File: config.mk
export PLATFORM = sky130hd
export DESIGN_NAME = driver_vigilance_timer
export DESIGN_NICKNAME = d
export VERILOG_FILES = /design/src/rtl/core/dvt_pkg.sv /design/src/rtl/core/driver_vigilance_timer.sv
export SDC_FILE = /design/constraint.sdc
export NUM_CORES = 1
export LEC_CHECK = 0
export ABC_AREA = 0
export BUFFER_PORTS_ARGS = -buffer_cell sky130_fd_sc_hd__buf_2
export CAP_MARGIN = 0
export CORE_AREA = 4 4 193 148
export DETAILED_ROUTE_END_ITERATION = 8
export DIE_AREA = 0 0 197 152
export PLACE_DENSITY = 0.65
export SLEW_MARGIN = 25
export SYNTH_ARGS = -nofsm -noshare
export SYNTH_HDL_FRONTEND = slang
export SYNTH_SLANG_ARGS = --single-unit
File: constraint.sdc
create_clock -name clock -period 10.6 [get_ports clock]
set_input_delay 1.59 -clock clock [delete_from_list [all_inputs] [get_ports clock]]
set_output_delay 1.59 -clock clock [all_outputs]
set_load 0.01 [all_outputs]
File: src/rtl/core/dvt_pkg.sv
// ----------------------------------------------------------------------------
// dvt_pkg
// Types, field widths and constants of the driver vigilance timer.
// ----------------------------------------------------------------------------
`timescale 1ns / 1ps

package dvt_pkg;

   localparam int REQ_TDATA_W = 24;
   localparam int RSP_TDATA_W = 24;
   localparam int CSR_INDEX_W = 3;
   localparam int CSR_DATA_W  = 16;

   localparam int MS_W      = 16;
   localparam int SPEED_W   = 12;
   localparam int DT_W      = 7;
   localparam int STAGE_W   = 3;
   localparam int TIMER_W   = 18;

   localparam logic [TIMER_W-1:0] TIMER_MAX   = '1;
   localparam logic [TIMER_W-1:0] TIMER_RESET = 18'd3000;

   localparam logic [MS_W-1:0]    CYCLE_MS_RESET         = 16'd15000;
   localparam logic [MS_W-1:0]    VISUAL_MS_RESET        = 16'd4000;
   localparam logic [MS_W-1:0]    AUDIBLE_MS_RESET       = 16'd4000;
   localparam logic [SPEED_W-1:0] ACTIVE_SPEED_RESET     = 12'd10;
   localparam logic [SPEED_W-1:0] STANDSTILL_SPEED_RESET = 12'd5;

   // Configuration register indexes.
   localparam logic [CSR_INDEX_W-1:0] CSR_CYCLE_MS         = 3'd0;
   localparam logic [CSR_INDEX_W-1:0] CSR_VISUAL_MS        = 3'd1;
   localparam logic [CSR_INDEX_W-1:0] CSR_AUDIBLE_MS       = 3'd2;
   localparam logic [CSR_INDEX_W-1:0] CSR_ACTIVE_SPEED     = 3'd3;
   localparam logic [CSR_INDEX_W-1:0] CSR_STANDSTILL_SPEED = 3'd4;

   typedef enum logic [STAGE_W-1:0] {
      STAGE_INACTIVE = 3'd0,
      STAGE_ARMED    = 3'd1,
      STAGE_VISUAL   = 3'd2,
      STAGE_AUDIBLE  = 3'd3,
      STAGE_PENALTY  = 3'd4
   } stage_type;

   typedef enum logic {
      REQ_TICK = 1'b0,
      REQ_ACK  = 1'b1
   } req_kind_type;

endpackage

File: src/rtl/core/driver_vigilance_timer.sv
// ----------------------------------------------------------------------------
// driver_vigilance_timer
// Dead-man supervision timer with armed, visual, audible and penalty stages.
// ----------------------------------------------------------------------------
// The block takes one transaction per clock on the req_ stream, unless the
// result register is stalled by rsp_tready, and returns exactly one result
// transaction on the rsp_ stream for each of them, in order. A request is
// either a time tick (tuser low) carrying elapsed milliseconds and the
// train speed, or a pedal acknowledge (tuser high) carrying the speed. Each
// request passes through an input register and then the result register;
// the state update of one request completes in the same cycle its result
// is registered, which is what lets the next request follow directly
// behind it. When the result register is stalled by rsp_tready, the input
// register still takes one more transaction before req_tready falls.
// Configuration writes on the csr_ port are always accepted and should
// only be issued while no request is in flight.
`timescale 1ns / 1ps

module driver_vigilance_timer (
   input  logic                              clock,
   input  logic                              reset,
   // Request stream.
   input  logic                              req_tvalid,
   output logic                              req_tready,
   // tdata: [6:0] elapsed_ms, [18:7] speed, [23:19] zero.
   input  logic [dvt_pkg::REQ_TDATA_W-1:0]   req_tdata,
   // tuser: [0] req_type (0 time tick, 1 pedal acknowledge).
   input  logic                              req_tuser,
   // Result stream.
   output logic                              rsp_tvalid,
   input  logic                              rsp_tready,
   // tdata: [2:0] stage, [18:3] countdown_ms, [19] penalty_brake, [23:20] zero.
   output logic [dvt_pkg::RSP_TDATA_W-1:0]   rsp_tdata,
   // Configuration write channel.
   input  logic                              csr_valid,
   output logic                              csr_ready,
   input  logic [dvt_pkg::CSR_INDEX_W-1:0]   csr_index,
   input  logic [dvt_pkg::CSR_DATA_W-1:0]    csr_data
);
   import dvt_pkg::*;

   // Input register stage.
   logic                 in_vld_ff;
   req_kind_type         in_kind_ff;
   logic [DT_W-1:0]      in_dt_ff;
   logic [SPEED_W-1:0]   in_spd_ff;

   // Configuration registers.
   logic [MS_W-1:0]      cycle_ms_ff;
   logic [MS_W-1:0]      visual_ms_ff;
   logic [MS_W-1:0]      audible_ms_ff;
   logic [SPEED_W-1:0]   active_speed_ff;
   logic [SPEED_W-1:0]   standstill_speed_ff;

   // Supervision state and its next values.
   logic [TIMER_W-1:0]   timer_ff, timer_in;
   logic                 latch_ff, latch_in;
   stage_type            stage_ff, stage_in;
   logic [MS_W-1:0]      countdown_ff, countdown_in;

   // Result register.
   logic                    rsp_vld_ff;
   logic [RSP_TDATA_W-1:0]  rsp_data_ff, rsp_data_in;

   logic                 load_in;
   logic                 advance;
   logic [TIMER_W:0]     timer_sum;
   logic [TIMER_W-1:0]   timer_add;
   logic [TIMER_W-1:0]   bound1, bound2, bound3;
   logic [TIMER_W-1:0]   left1, left2, left3;

   // The input register moves on whenever the result register is empty or
   // is being drained in this cycle.
   assign advance    = in_vld_ff && (!rsp_vld_ff || rsp_tready);
   assign req_tready = !in_vld_ff || advance;
   assign load_in    = req_tvalid && req_tready;
   assign csr_ready  = 1'b1;

   assign rsp_tvalid = rsp_vld_ff;
   assign rsp_tdata  = rsp_data_ff;

   always_ff @(posedge clock) begin
      if (reset) begin
         in_vld_ff <= 1'b0;
      end else if (load_in) begin
         in_vld_ff <= 1'b1;
      end else if (advance) begin
         in_vld_ff <= 1'b0;
      end
   end

   always_ff @(posedge clock) begin
      if (load_in) begin
         in_kind_ff <= req_kind_type'(req_tuser);
         in_dt_ff   <= req_tdata[DT_W-1:0];
         in_spd_ff  <= req_tdata[DT_W+SPEED_W-1:DT_W];
      end
   end

   // Configuration writes; indexes past the list are dropped.
   always_ff @(posedge clock) begin
      if (reset) begin
         cycle_ms_ff         <= CYCLE_MS_RESET;
         visual_ms_ff        <= VISUAL_MS_RESET;
         audible_ms_ff       <= AUDIBLE_MS_RESET;
         active_speed_ff     <= ACTIVE_SPEED_RESET;
         standstill_speed_ff <= STANDSTILL_SPEED_RESET;
      end else if (csr_valid) begin
         case (csr_index)
            CSR_CYCLE_MS:         cycle_ms_ff         <= csr_data;
            CSR_VISUAL_MS:        visual_ms_ff        <= csr_data;
            CSR_AUDIBLE_MS:       audible_ms_ff       <= csr_data;
            CSR_ACTIVE_SPEED:     active_speed_ff     <= csr_data[SPEED_W-1:0];
            CSR_STANDSTILL_SPEED: standstill_speed_ff <= csr_data[SPEED_W-1:0];
            default: ;
         endcase
      end
   end

   // Stage boundaries. Each period is at most 16 bits, so the sum of all
   // three fits the 18-bit timer without wrapping.
   assign timer_sum = {1'b0, timer_ff} + (TIMER_W+1)'(in_dt_ff);
   assign timer_add = timer_sum[TIMER_W] ? TIMER_MAX : timer_sum[TIMER_W-1:0];
   assign bound1    = TIMER_W'(cycle_ms_ff);
   assign bound2    = bound1 + TIMER_W'(visual_ms_ff);
   assign bound3    = bound2 + TIMER_W'(audible_ms_ff);
   assign left1     = bound1 - timer_add;
   assign left2     = bound2 - timer_add;
   assign left3     = bound3 - timer_add;

   always_comb begin
      timer_in     = timer_ff;
      latch_in     = latch_ff;
      stage_in     = stage_ff;
      countdown_in = countdown_ff;
      if (in_kind_ff == REQ_TICK) begin
         if (latch_ff) begin
            // Latched penalty holds until a release at standstill.
            stage_in     = STAGE_PENALTY;
            countdown_in = '0;
         end else if (in_spd_ff < active_speed_ff) begin
            stage_in     = STAGE_INACTIVE;
            timer_in     = '0;
            countdown_in = cycle_ms_ff;
         end else begin
            timer_in = timer_add;
            if (timer_add < bound1) begin
               stage_in     = STAGE_ARMED;
               countdown_in = left1[MS_W-1:0];
            end else if (timer_add < bound2) begin
               stage_in     = STAGE_VISUAL;
               countdown_in = left2[MS_W-1:0];
            end else if (timer_add < bound3) begin
               stage_in     = STAGE_AUDIBLE;
               countdown_in = left3[MS_W-1:0];
            end else begin
               latch_in     = 1'b1;
               stage_in     = STAGE_PENALTY;
               countdown_in = '0;
            end
         end
      end else begin
         // An acknowledge leaves stage and countdown alone until the next tick;
         // in penalty it releases the latch and clears the timer only at standstill.
         if (stage_ff == STAGE_PENALTY) begin
            if (in_spd_ff < standstill_speed_ff) begin
               latch_in = 1'b0;
               timer_in = '0;
            end
         end else begin
            timer_in = '0;
         end
      end
      rsp_data_in = {
         (RSP_TDATA_W-STAGE_W-MS_W-1)'(0), latch_in, countdown_in, stage_in
      };
   end

   always_ff @(posedge clock) begin
      if (reset) begin
         timer_ff     <= TIMER_RESET;
         latch_ff     <= 1'b0;
         stage_ff     <= STAGE_INACTIVE;
         countdown_ff <= '0;
      end else if (advance) begin
         timer_ff     <= timer_in;
         latch_ff     <= latch_in;
         stage_ff     <= stage_in;
         countdown_ff <= countdown_in;
      end
   end

   always_ff @(posedge clock) begin
      if (reset) begin
         rsp_vld_ff <= 1'b0;
      end else if (advance) begin
         rsp_vld_ff <= 1'b1;
      end else if (rsp_tready) begin
         rsp_vld_ff <= 1'b0;
      end
   end

   always_ff @(posedge clock) begin
      if (advance) begin
         rsp_data_ff <= rsp_data_in;
      end
   end

endmodule

-- Word level (Yosys, flattened, before mapping)
Index checks and enable logic that the tools add are counted.
- register bits: 152
- input bits: 49
- $add $sub $neg: 6
- magnitude comparators: 5
- equality and inequality tests: 7
- multiplexer cells: 30
- reductions and logical operators: 15
- operators by type and width (cell ; number):
    $mux 18 ; 6
    $mux 16 ; 6
    $sub 16x16->16 ; 3
    $lt 12x12->1 ; 2
    $add 18x7->19 ; 1
    $add 17x16->18 ; 1
    $lt 18x16->1 ; 1
    $lt 18x17->1 ; 1
    $lt 18x18->1 ; 1
    $mux 3 ; 6
    $add 16x16->17 ; 1
    $mux 1 ; 12
    $reduce_and 2->1 ; 5
    $eq 3x2->1 const B ; 2
    $eq 3x3->1 const B ; 2
    $reduce_bool 2->1 ; 2
    $eq 3x1->1 const B ; 1
    $logic_not 3->1 ; 1
    $ne 3x2->1 const B ; 1
    $reduce_and 3->1 ; 1
    $logic_and 1x1->1 ; 2
    $logic_not 1->1 ; 2
    $logic_or 1x1->1 ; 2
    $ne 2x2->1 const B ; 1

-- Logic depth before layout (Yosys ltp)
Gate-level depths: netlist of run 1.
- word-level depth: 9
- mapped depth: 28
- mapped depth without buffers: 27

-- Least setup slack after synthesis of run 1
Ideal clock, no wire load.
- path kind: register to register
- from: register cycle_ms_ff[0]
- to: register rsp_data_ff[11], in the netlist rsp_tdata[11] (data pin)
- library setup time: 0.129 ns
- data arrival time: 5.087 ns
- data required time: 10.471 ns
- slack: 5.383 ns
- stages on the path, launching flop included: 27
- buffers on the path: 0
- period minus slack after synthesis: 5.217 ns
- path through: dfxtp_1 ha_1 inv_1 fa_1 nor2b_1 o21ai_0 a21oi_1 ha_1 o21a_1 o31a_1 o21ai_1 o21ai_0 and4_1 a2111oi_0 o31ai_1 a31oi_1 xor2_1 ha_1 nand4_1 nor2_1 o221ai_1 a21oi_1 a2111oi_2 or3b_2 mux2i_1 a21o_1 a21o_1
- longest elaborated chain between the ends: 9
- elaborated cells between the ends (all ways): 14
- those cells by class: add/sub: 5; order compare: 3; mux: 6
- RTL lines (element ; RTL line ; text):
    start: declaration ; driver_vigilance_timer.sv:49 ; logic [MS_W-1:0] cycle_ms_ff;
    start signal: assignment ; driver_vigilance_timer.sv:110 ; CSR_CYCLE_MS: cycle_ms_ff <= csr_data;
    $add 16x16->17 ; driver_vigilance_timer.sv:125 ; assign bound2 = bound1 + TIMER_W'(visual_ms_ff);
    $add 17x16->18 ; driver_vigilance_timer.sv:126 ; assign bound3 = bound2 + TIMER_W'(audible_ms_ff);
    $sub 16x16->16 / $lt 18x18->1 (equally long branches) ; driver_vigilance_timer.sv:129, driver_vigilance_timer.sv:153 ;
    $mux 16 ; driver_vigilance_timer.sv:153 ; end else if (timer_add < bound3) begin
    $mux 16 ; driver_vigilance_timer.sv:150 ; end else if (timer_add < bound2) begin
    $mux 16 (*) ; driver_vigilance_timer.sv:147 ; if (timer_add < bound1) begin
    $mux 16 (*) ; driver_vigilance_timer.sv:141 ; end else if (in_spd_ff < active_speed_ff) begin
    $mux 16 (*) ; driver_vigilance_timer.sv:137 ; if (latch_ff) begin
    $mux 16 (*) ; driver_vigilance_timer.sv:136 ; if (in_kind_ff == REQ_TICK) begin
    via countdown_in[8] ; driver_vigilance_timer.sv:59 ; logic [MS_W-1:0] countdown_ff, countdown_in;
    end signal: assignment ; driver_vigilance_timer.sv:205 ; rsp_data_ff <= rsp_data_in;
    end: declaration ; driver_vigilance_timer.sv:63 ; logic [RSP_TDATA_W-1:0] rsp_data_ff, rsp_data_in;
The timed path passes the listed nets; every way through them passes the cells marked *.
A chain may end at the register's enable or synchronous reset.

-- Final worst setup path of run 1
- from: register cycle_ms_ff[0]
- to: register rsp_data_ff[17], in the netlist rsp_tdata[17] (data pin)
Same word-level chain as after synthesis.

==> impl_metrics.py, run 1 <==
metrics = {
    "status": {
        "status": "finished, final reports clean",
    },
    "finish": {
        "nNetsFinal": 1702,
        "n_fill_cell": 2648,
        "area_growth_pct": 10.01,
        "drive_gt1_share_pct": 9.800,
    },
    "logic_synthesis": {
        "synth-async-reset-ratio_pct": 0,
        "ys_seq_area_share_pct": 29.09,
        "syn_avg_cell_area_sq_um": 8.174,
        "synthFlopType": "dfxtp_1",
        "synth-edff-count": 40,
        "synthCells": 1448,
        "synth.distinct_cells": 86,
        "ys.warnings.count": 0,
        "ys_ff_latch": 152,
        "synth_area_sq_um": 11840,
    },
    "clock_network": {
        "root_buffer": "clkbuf_16",
        "cts_tree": "done",
        "cts_max_level": 4,
        "cts_buffer_depth": 2,
        "clk_latency_ps": 450,
        "cts_made_buffers": 17,
        "hold_buffers": 0,
        "clkSinkCount": 152,
        "cts_setup_buffers": 0,
        "clk_pin_slew_ps": 70,
        "ctsResizeCount": 0,
    },
    "sta": {
        "rsz0062_at_grt": "false",
        "hold_violations": 0,
        "maxSlewHeadroom_pct": 30.21,
        "slew_viol_final": 0,
        "max_freq_mhz": 142.8,
        "fin_crit_sh_pct": 66.06,
        "finalSetupViolCount": 0,
        "clock_skew_ps": 13.21,
        "min_period_ps": 7002,
        "holdWs_ps": 459.0,
        "setup_tns_ps": 0,
        "worstMarginPinSlew_ps": 1036,
    },
    "worst_setup_path": {
        "crit_start": "cycle_ms_ff[0]$_SDFFE_PP0P_",
        "crit_type": "reg -> reg",
        "cp.required_ps": 10790,
        "cp-end-kind": "register",
        "worstPathMaxFanout": 14,
        "worstPathArrival_ps": 7190,
        "cp-start-kind": "register",
        "worstReg2RegStart": "cycle_ms_ff[0]$_SDFFE_PP0P_",
        "ff2ff_setup_slack_ps": 3600,
        "r2r-end": "rsp_tdata[17]$_DFFE_PP_",
        "ff2ff_path_depth": 27,
    },
    "grt": {
        "grt_usage_pct": 22.67,
        "grt_pass1_wl_mm": 54.09,
        "grt_start_max_net_pins": 44,
        "grt_pass1_vias": 9877,
        "overflow": 0,
        "antenna_found_initial": 0,
    },
    "floorplanning": {
        "core_area_sq_um": 26680,
        "fp-row-count": 52,
        "io_pins": 76,
        "initial_core_util_pct": 44.37,
        "dieArea_sq_um": 29940,
        "die_h_um": 152,
        "die_w_um": 197,
    },
    "flow_run": {
        "maxCapViolations": 0,
    },
    "routing": {
        "vias": 10440,
        "drc": 0,
        "drt-total-wl_mm": 34.24,
        "first_pass_iters": 6,
        "viasPerCell": 5.639,
        "post_drt_wl_per_cell_um": 18.49,
        "drt_iter0_drc": 801,
        "ant_nets": 0,
    },
    "place": {
        "hpwl_mm": 26.66,
        "place.gp.congestion": 0.9676,
        "io_buffers": 65,
    },
    "power_and_ir_drop": {
        "total_power_w": 0.002023,
        "power_density_nw_per_um2": 155.4,
        "ir_worst_vdd_mv": 0.1156,
        "leakagePower_nw": 5.829,
    },
    "min_path": {
        "worstHoldStart": "active_speed_ff[2]$_SDFFE_PP0P_",
        "hold_class": "reg -> reg",
        "whs_path_depth": 2,
        "holdPathEnd": "active_speed_ff[2]$_SDFFE_PP0P_",
    },
}
-- critical path, stage by stage, from the launching register on --
cell and delay, ps:
dfxtp_1 480, ha_1 220, inv_1 50, fa_1 400
nor2b_1 180, o31a_1 200, o21ai_0 90, nand2b_1 100
xor2_1 300, ha_1 320, a21oi_1 120, o21ai_0 130
and4_1 250, a2111oi_0 790, o31ai_1 250, xor2_1 270
inv_1 70, ha_1 390, nand4_1 190, nor2_1 220
o221ai_1 140, a21oi_1 320, a2111oi_2 80, buf_4 210
a21boi_2 230, a221o_1 350, a31oi_1 260, o21ai_0 120
-- where the power goes --
part	switching, W	total [W]	internal [W]
clock	0.000278	0.000615	0.000337
sequential	0.0000150	0.000638	0.000622
combinational	0.000471	0.000771	0.000299
-- registers in the layout, summed over array words and instances, names as in the netlist --
register and count:
in_dt_ff 7, standstill_speed_ff 12, in_spd_ff 12, active_speed_ff 12
cycle_ms_ff 16, in_kind_ff 1, audible_ms_ff 16, visual_ms_ff 16
stage_ff 3, countdown_ff 16, rsp_tdata 20, in_vld_ff 1
rsp_tvalid 1, latch_ff 1, timer_ff 18
-- per-layer routing --
layer / global-route usage [%] / wire (um) / vias to the layer above
met4: 6.007 / 675 / 0
li1: - / - / 5179
met3: 4.162 / 2254 / 45
met2: 33.63 / 14420 / 299
met5: 0 / 0 / -
met1: 33.84 / 16890 / 4921
-- synthesized netlist by cell type (all sizes together), types with 15 or more instances --
cell type,n,area [sq um]
nand2,219,827.0
o31ai,15,132.6
inv,108,405.4
ha,160,2002
nor2,92,347.8
a31oi,15,93.84
clkbuf,44,167.7
nand3,53,265.3
a21o,42,315.3
xnor2,39,341.6
o21ai,68,366.6
nand2b,32,207.7
nor2b,16,100.1
xor2,31,271.5
nor3,25,130.1
o211ai,20,150.1
a21oi,131,659.4
edfxtp,40,1201
dfxtp,112,2242
-- area by class of cell --
class                      instances  area, sq um  area share, %
tap                              351        439.2          3.373
antenna                            1        2.502        0.01922
sequential                       152         3443          26.44
multi-input combinational       1134         7759          59.59
timing repair buffer              74        392.9          3.017
inverter                         108        405.4          3.113
clock buffer                      19        442.9          3.402
clock inverter                    13        136.4          1.047
-- layout by cell type, fill, tap and decap left out, drive strengths merged, types with 14 or more instances in the layout --
cell,n
o31ai,15
edfxtp,40
nand2b,32
inv,114
buf,74
a31oi,15
a21oi,131
nor2b,16
nor3,25
ha,160
a21o,42
o21a,14
o211ai,20
nor2,92
xor2,31
o21ai,68
xnor2,39
dfxtp,112
nand2,219
clkbuf,19
nand3,53
-- per-stage QoR --
stage	area [sq um]	std cells	setup slack, ps	utilization (%)
floorplan	11850	1451	5383	-
global placement	12430	1819	3819	46.61
detailed placement	12430	1819	3728	46.61
CTS	13010	1851	3657	48.79
global route	13020	1851	3200	48.80
finish	13020	1852	3598	48.81
-- worst max-delay path by stage --
stage / endpoint / slack, ps / cells after the start
6_report: rsp_tdata[17]$_DFFE_PP_ / 3600 / 27
5_1_grt: rsp_tdata[17]$_DFFE_PP_ / 3200 / 27
4_1_cts: rsp_tdata[17]$_DFFE_PP_ / 3660 / 27
3_5_place_dp: rsp_tdata[17]$_DFFE_PP_ / 3730 / 27
3_3_place_gp: rsp_tdata[17]$_DFFE_PP_ / 3820 / 26
2_1_floorplan: rsp_tdata[11]$_DFFE_PP_ / 5380 / 26
-- logic make-up after synthesis --
kind of cell / after synthesis / share of synthesized area, %
muxes: 7 / 0.6131
other: 2 / 0.06345
xor gates and xnor gates: 70 / 5.180
buffers and inverters: 165 / 5.497
adders and majority gates: 166 / 17.93
DFF: 152 / 29.09
AOI/OAI and AO/OA: 390 / 22.10
and+or+nand+nor: 496 / 19.52
(Power assumes the default switching activity.)
==> inputs of run 2 (changes only) <==
--- a/config.mk
+++ b/config.mk
@@ -11,7 +11,7 @@
 export CORE_AREA = 4 4 193 148
 export DETAILED_ROUTE_END_ITERATION = 8
 export DIE_AREA = 0 0 197 152
-export PLACE_DENSITY = 0.65
+export PLACE_DENSITY = 0.68
 export SLEW_MARGIN = 25
 export SYNTH_ARGS = -nofsm -noshare
 export SYNTH_HDL_FRONTEND = slang
==> constraint.sdc (replaced) <==
create_clock -name clock -period 6.35 [get_ports clock]
set_input_delay 0.9525 -clock clock [delete_from_list [all_inputs] [get_ports clock]]
set_output_delay 0.9525 -clock clock [all_outputs]
set_load 0.01 [all_outputs]
==> impl_metrics.py, run 2 (same netlist as run 1, synthesis figures left out) <==
metrics = {
    "clock_network": {
        "cts_tree": "done",
        "clk_latency_ps": 440,
        "hold_buffers": 0,
        "cts_buffer_depth": 2,
        "clk_pin_slew_ps": 60,
        "clkSinkCount": 152,
        "cts_max_level": 4,
        "cts_made_buffers": 17,
        "root_buffer": "clkbuf_16",
    },
    "grt": {
        "grt_pass1_vias": 10130,
        "antenna_found_initial": 1,
        "grt_usage_pct": 23.09,
        "overflow": 0,
        "grt_start_max_net_pins": 64,
        "grt_pass1_wl_mm": 55.02,
    },
    "routing": {
        "post_drt_wl_per_cell_um": 18.55,
        "drc": 0,
        "drt_iter0_drc": 873,
        "first_pass_iters": 6,
        "drt-total-wl_mm": 34.87,
        "vias": 10640,
        "ant_nets": 0,
        "viasPerCell": 5.659,
    },
    "sta": {
        "setup_tns_ps": 0,
        "holdWs_ps": 455.6,
        "fin_crit_sh_pct": 95.80,
        "clock_skew_ps": 13.12,
        "slew_viol_final": 0,
        "maxSlewHeadroom_pct": 33.31,
        "finalSetupViolCount": 0,
        "worstMarginPinSlew_ps": 996.7,
        "rsz0062_at_grt": "false",
        "min_period_ps": 6083,
        "max_freq_mhz": 164.4,
        "hold_violations": 0,
    },
    "floorplanning": {
        "initial_core_util_pct": 44.37,
        "core_area_sq_um": 26680,
        "die_h_um": 152,
        "io_pins": 76,
        "fp-row-count": 52,
        "die_w_um": 197,
        "dieArea_sq_um": 29940,
    },
    "place": {
        "place.gp.congestion": 0.9385,
        "hpwl_mm": 27.58,
        "io_buffers": 65,
    },
    "worst_setup_path": {
        "cp-end-kind": "register",
        "worstPathArrival_ps": 6250,
        "critPathMaxStageDelay_ps": 480,
        "cp.required_ps": 6520,
        "ff2ff_setup_slack_ps": 270,
        "slowest_stage": "fa_1",
        "crit_type": "reg -> reg",
        "cp_top_family": "compound AO/OA/AOI/OAI gates",
        "cp-start-kind": "register",
        "worst-path-buf-inv": 2,
        "worstPathMaxFanout": 5,
        "worstReg2RegStart": "cycle_ms_ff[1]$_SDFFE_PP0P_",
        "crit_start": "cycle_ms_ff[1]$_SDFFE_PP0P_",
    },
    "finish": {
        "nNetsFinal": 1731,
        "layout_commonest_cell": "nand2_1",
        "layout_common_cells": "nand2_1, ha_1, a21oi_1",
        "largest_reg_flops": 20,
        "area_growth_pct": 12.19,
        "insertedDiodeCount": 0,
        "drive_gt1_share_pct": 11.71,
    },
    "power_and_ir_drop": {
        "leakagePower_nw": 5.979,
        "ir_worst_vdd_mv": 0.1722,
        "power_density_nw_per_um2": 256.1,
    },
    "min_path": {
        "worstHoldStart": "standstill_speed_ff[3]$_SDFFE_PP0P_",
        "hold_class": "reg -> reg",
    },
    "status": {
        "status": "finished, final reports clean",
    },
    "flow_run": {
        "maxCapViolations": 0,
    },
}
[run 2: cell count changes in the layout (fill, tap and decap cells not counted), moves of 3 or more]
cell      delta
buf_4       +26
a21oi_1      -3
clkinv_4     -3
inv_8        -3
inv_4        +3
a21oi_2      +3
[run 2: final cells by class]
class	instances	area [sq um]
Clock buffer	22	475.5
Sequential cell	152	3445
Inverter	108	405.4
Timing Repair Buffer	103	643.1
Fill cell	2614	13400
Tap cell	351	439.2
Multi-Input combinational cell	1134	7794
Clock inverter	10	77.57
[run 2: per-stage QoR]
step | power, W | utilization, % | worst slack, ps | std cells | cell area [sq um]
after detailed placement | 0.002389 | 47.40 | 94.13 | 1845 | 12640
after floorplan | 0.002024 | - | 1133 | 1451 | 11850
after global placement | 0.002375 | 47.39 | 272.5 | 1845 | 12640
after global routing | 0.003600 | 49.78 | 18.62 | 1880 | 13280
after CTS | 0.003385 | 49.47 | 18.16 | 1877 | 13200
final | 0.003401 | 49.78 | 266.7 | 1880 | 13280
[run 2: metal layers]
metal  wire length (um)  vias up  GRT usage (%)  share of wire, %
met1              16640     5006          33.46                48
li1                   -     5234              -                 -
met4                821        0          6.238               2.4
met2              14920      341          34.82                43
met3               2486       58          4.981               7.1
met5                  0        -              0                 0
[run 2: where the power goes]
part	internal [W]	switching, W
clock	0.000541	0.000442
sequential	0.00104	0.0000243
combinational	0.000539	0.000815
[run 2: path summary, 6_finish.rpt]
check | to | cells past startpoint
max | rsp_tdata[17]$_DFFE_PP_ | 26
min | standstill_speed_ff[3]$_SDFFE_PP0P_ | 2
max reg2reg | rsp_tdata[17]$_DFFE_PP_ | 26
min reg2reg | standstill_speed_ff[3]$_SDFFE_PP0P_ | 2
[run 2: worst min-delay path: stages (launching register included)]
cell	delay, ps
dfxtp_1	310
nand2_1	50
a21oi_1	50
[run 2: repair_timing]
action                                  in CTS  in global routing
resized for setup                            0                 10
endpoints found under the setup margin       0                 40
buffers inserted                             0                  2
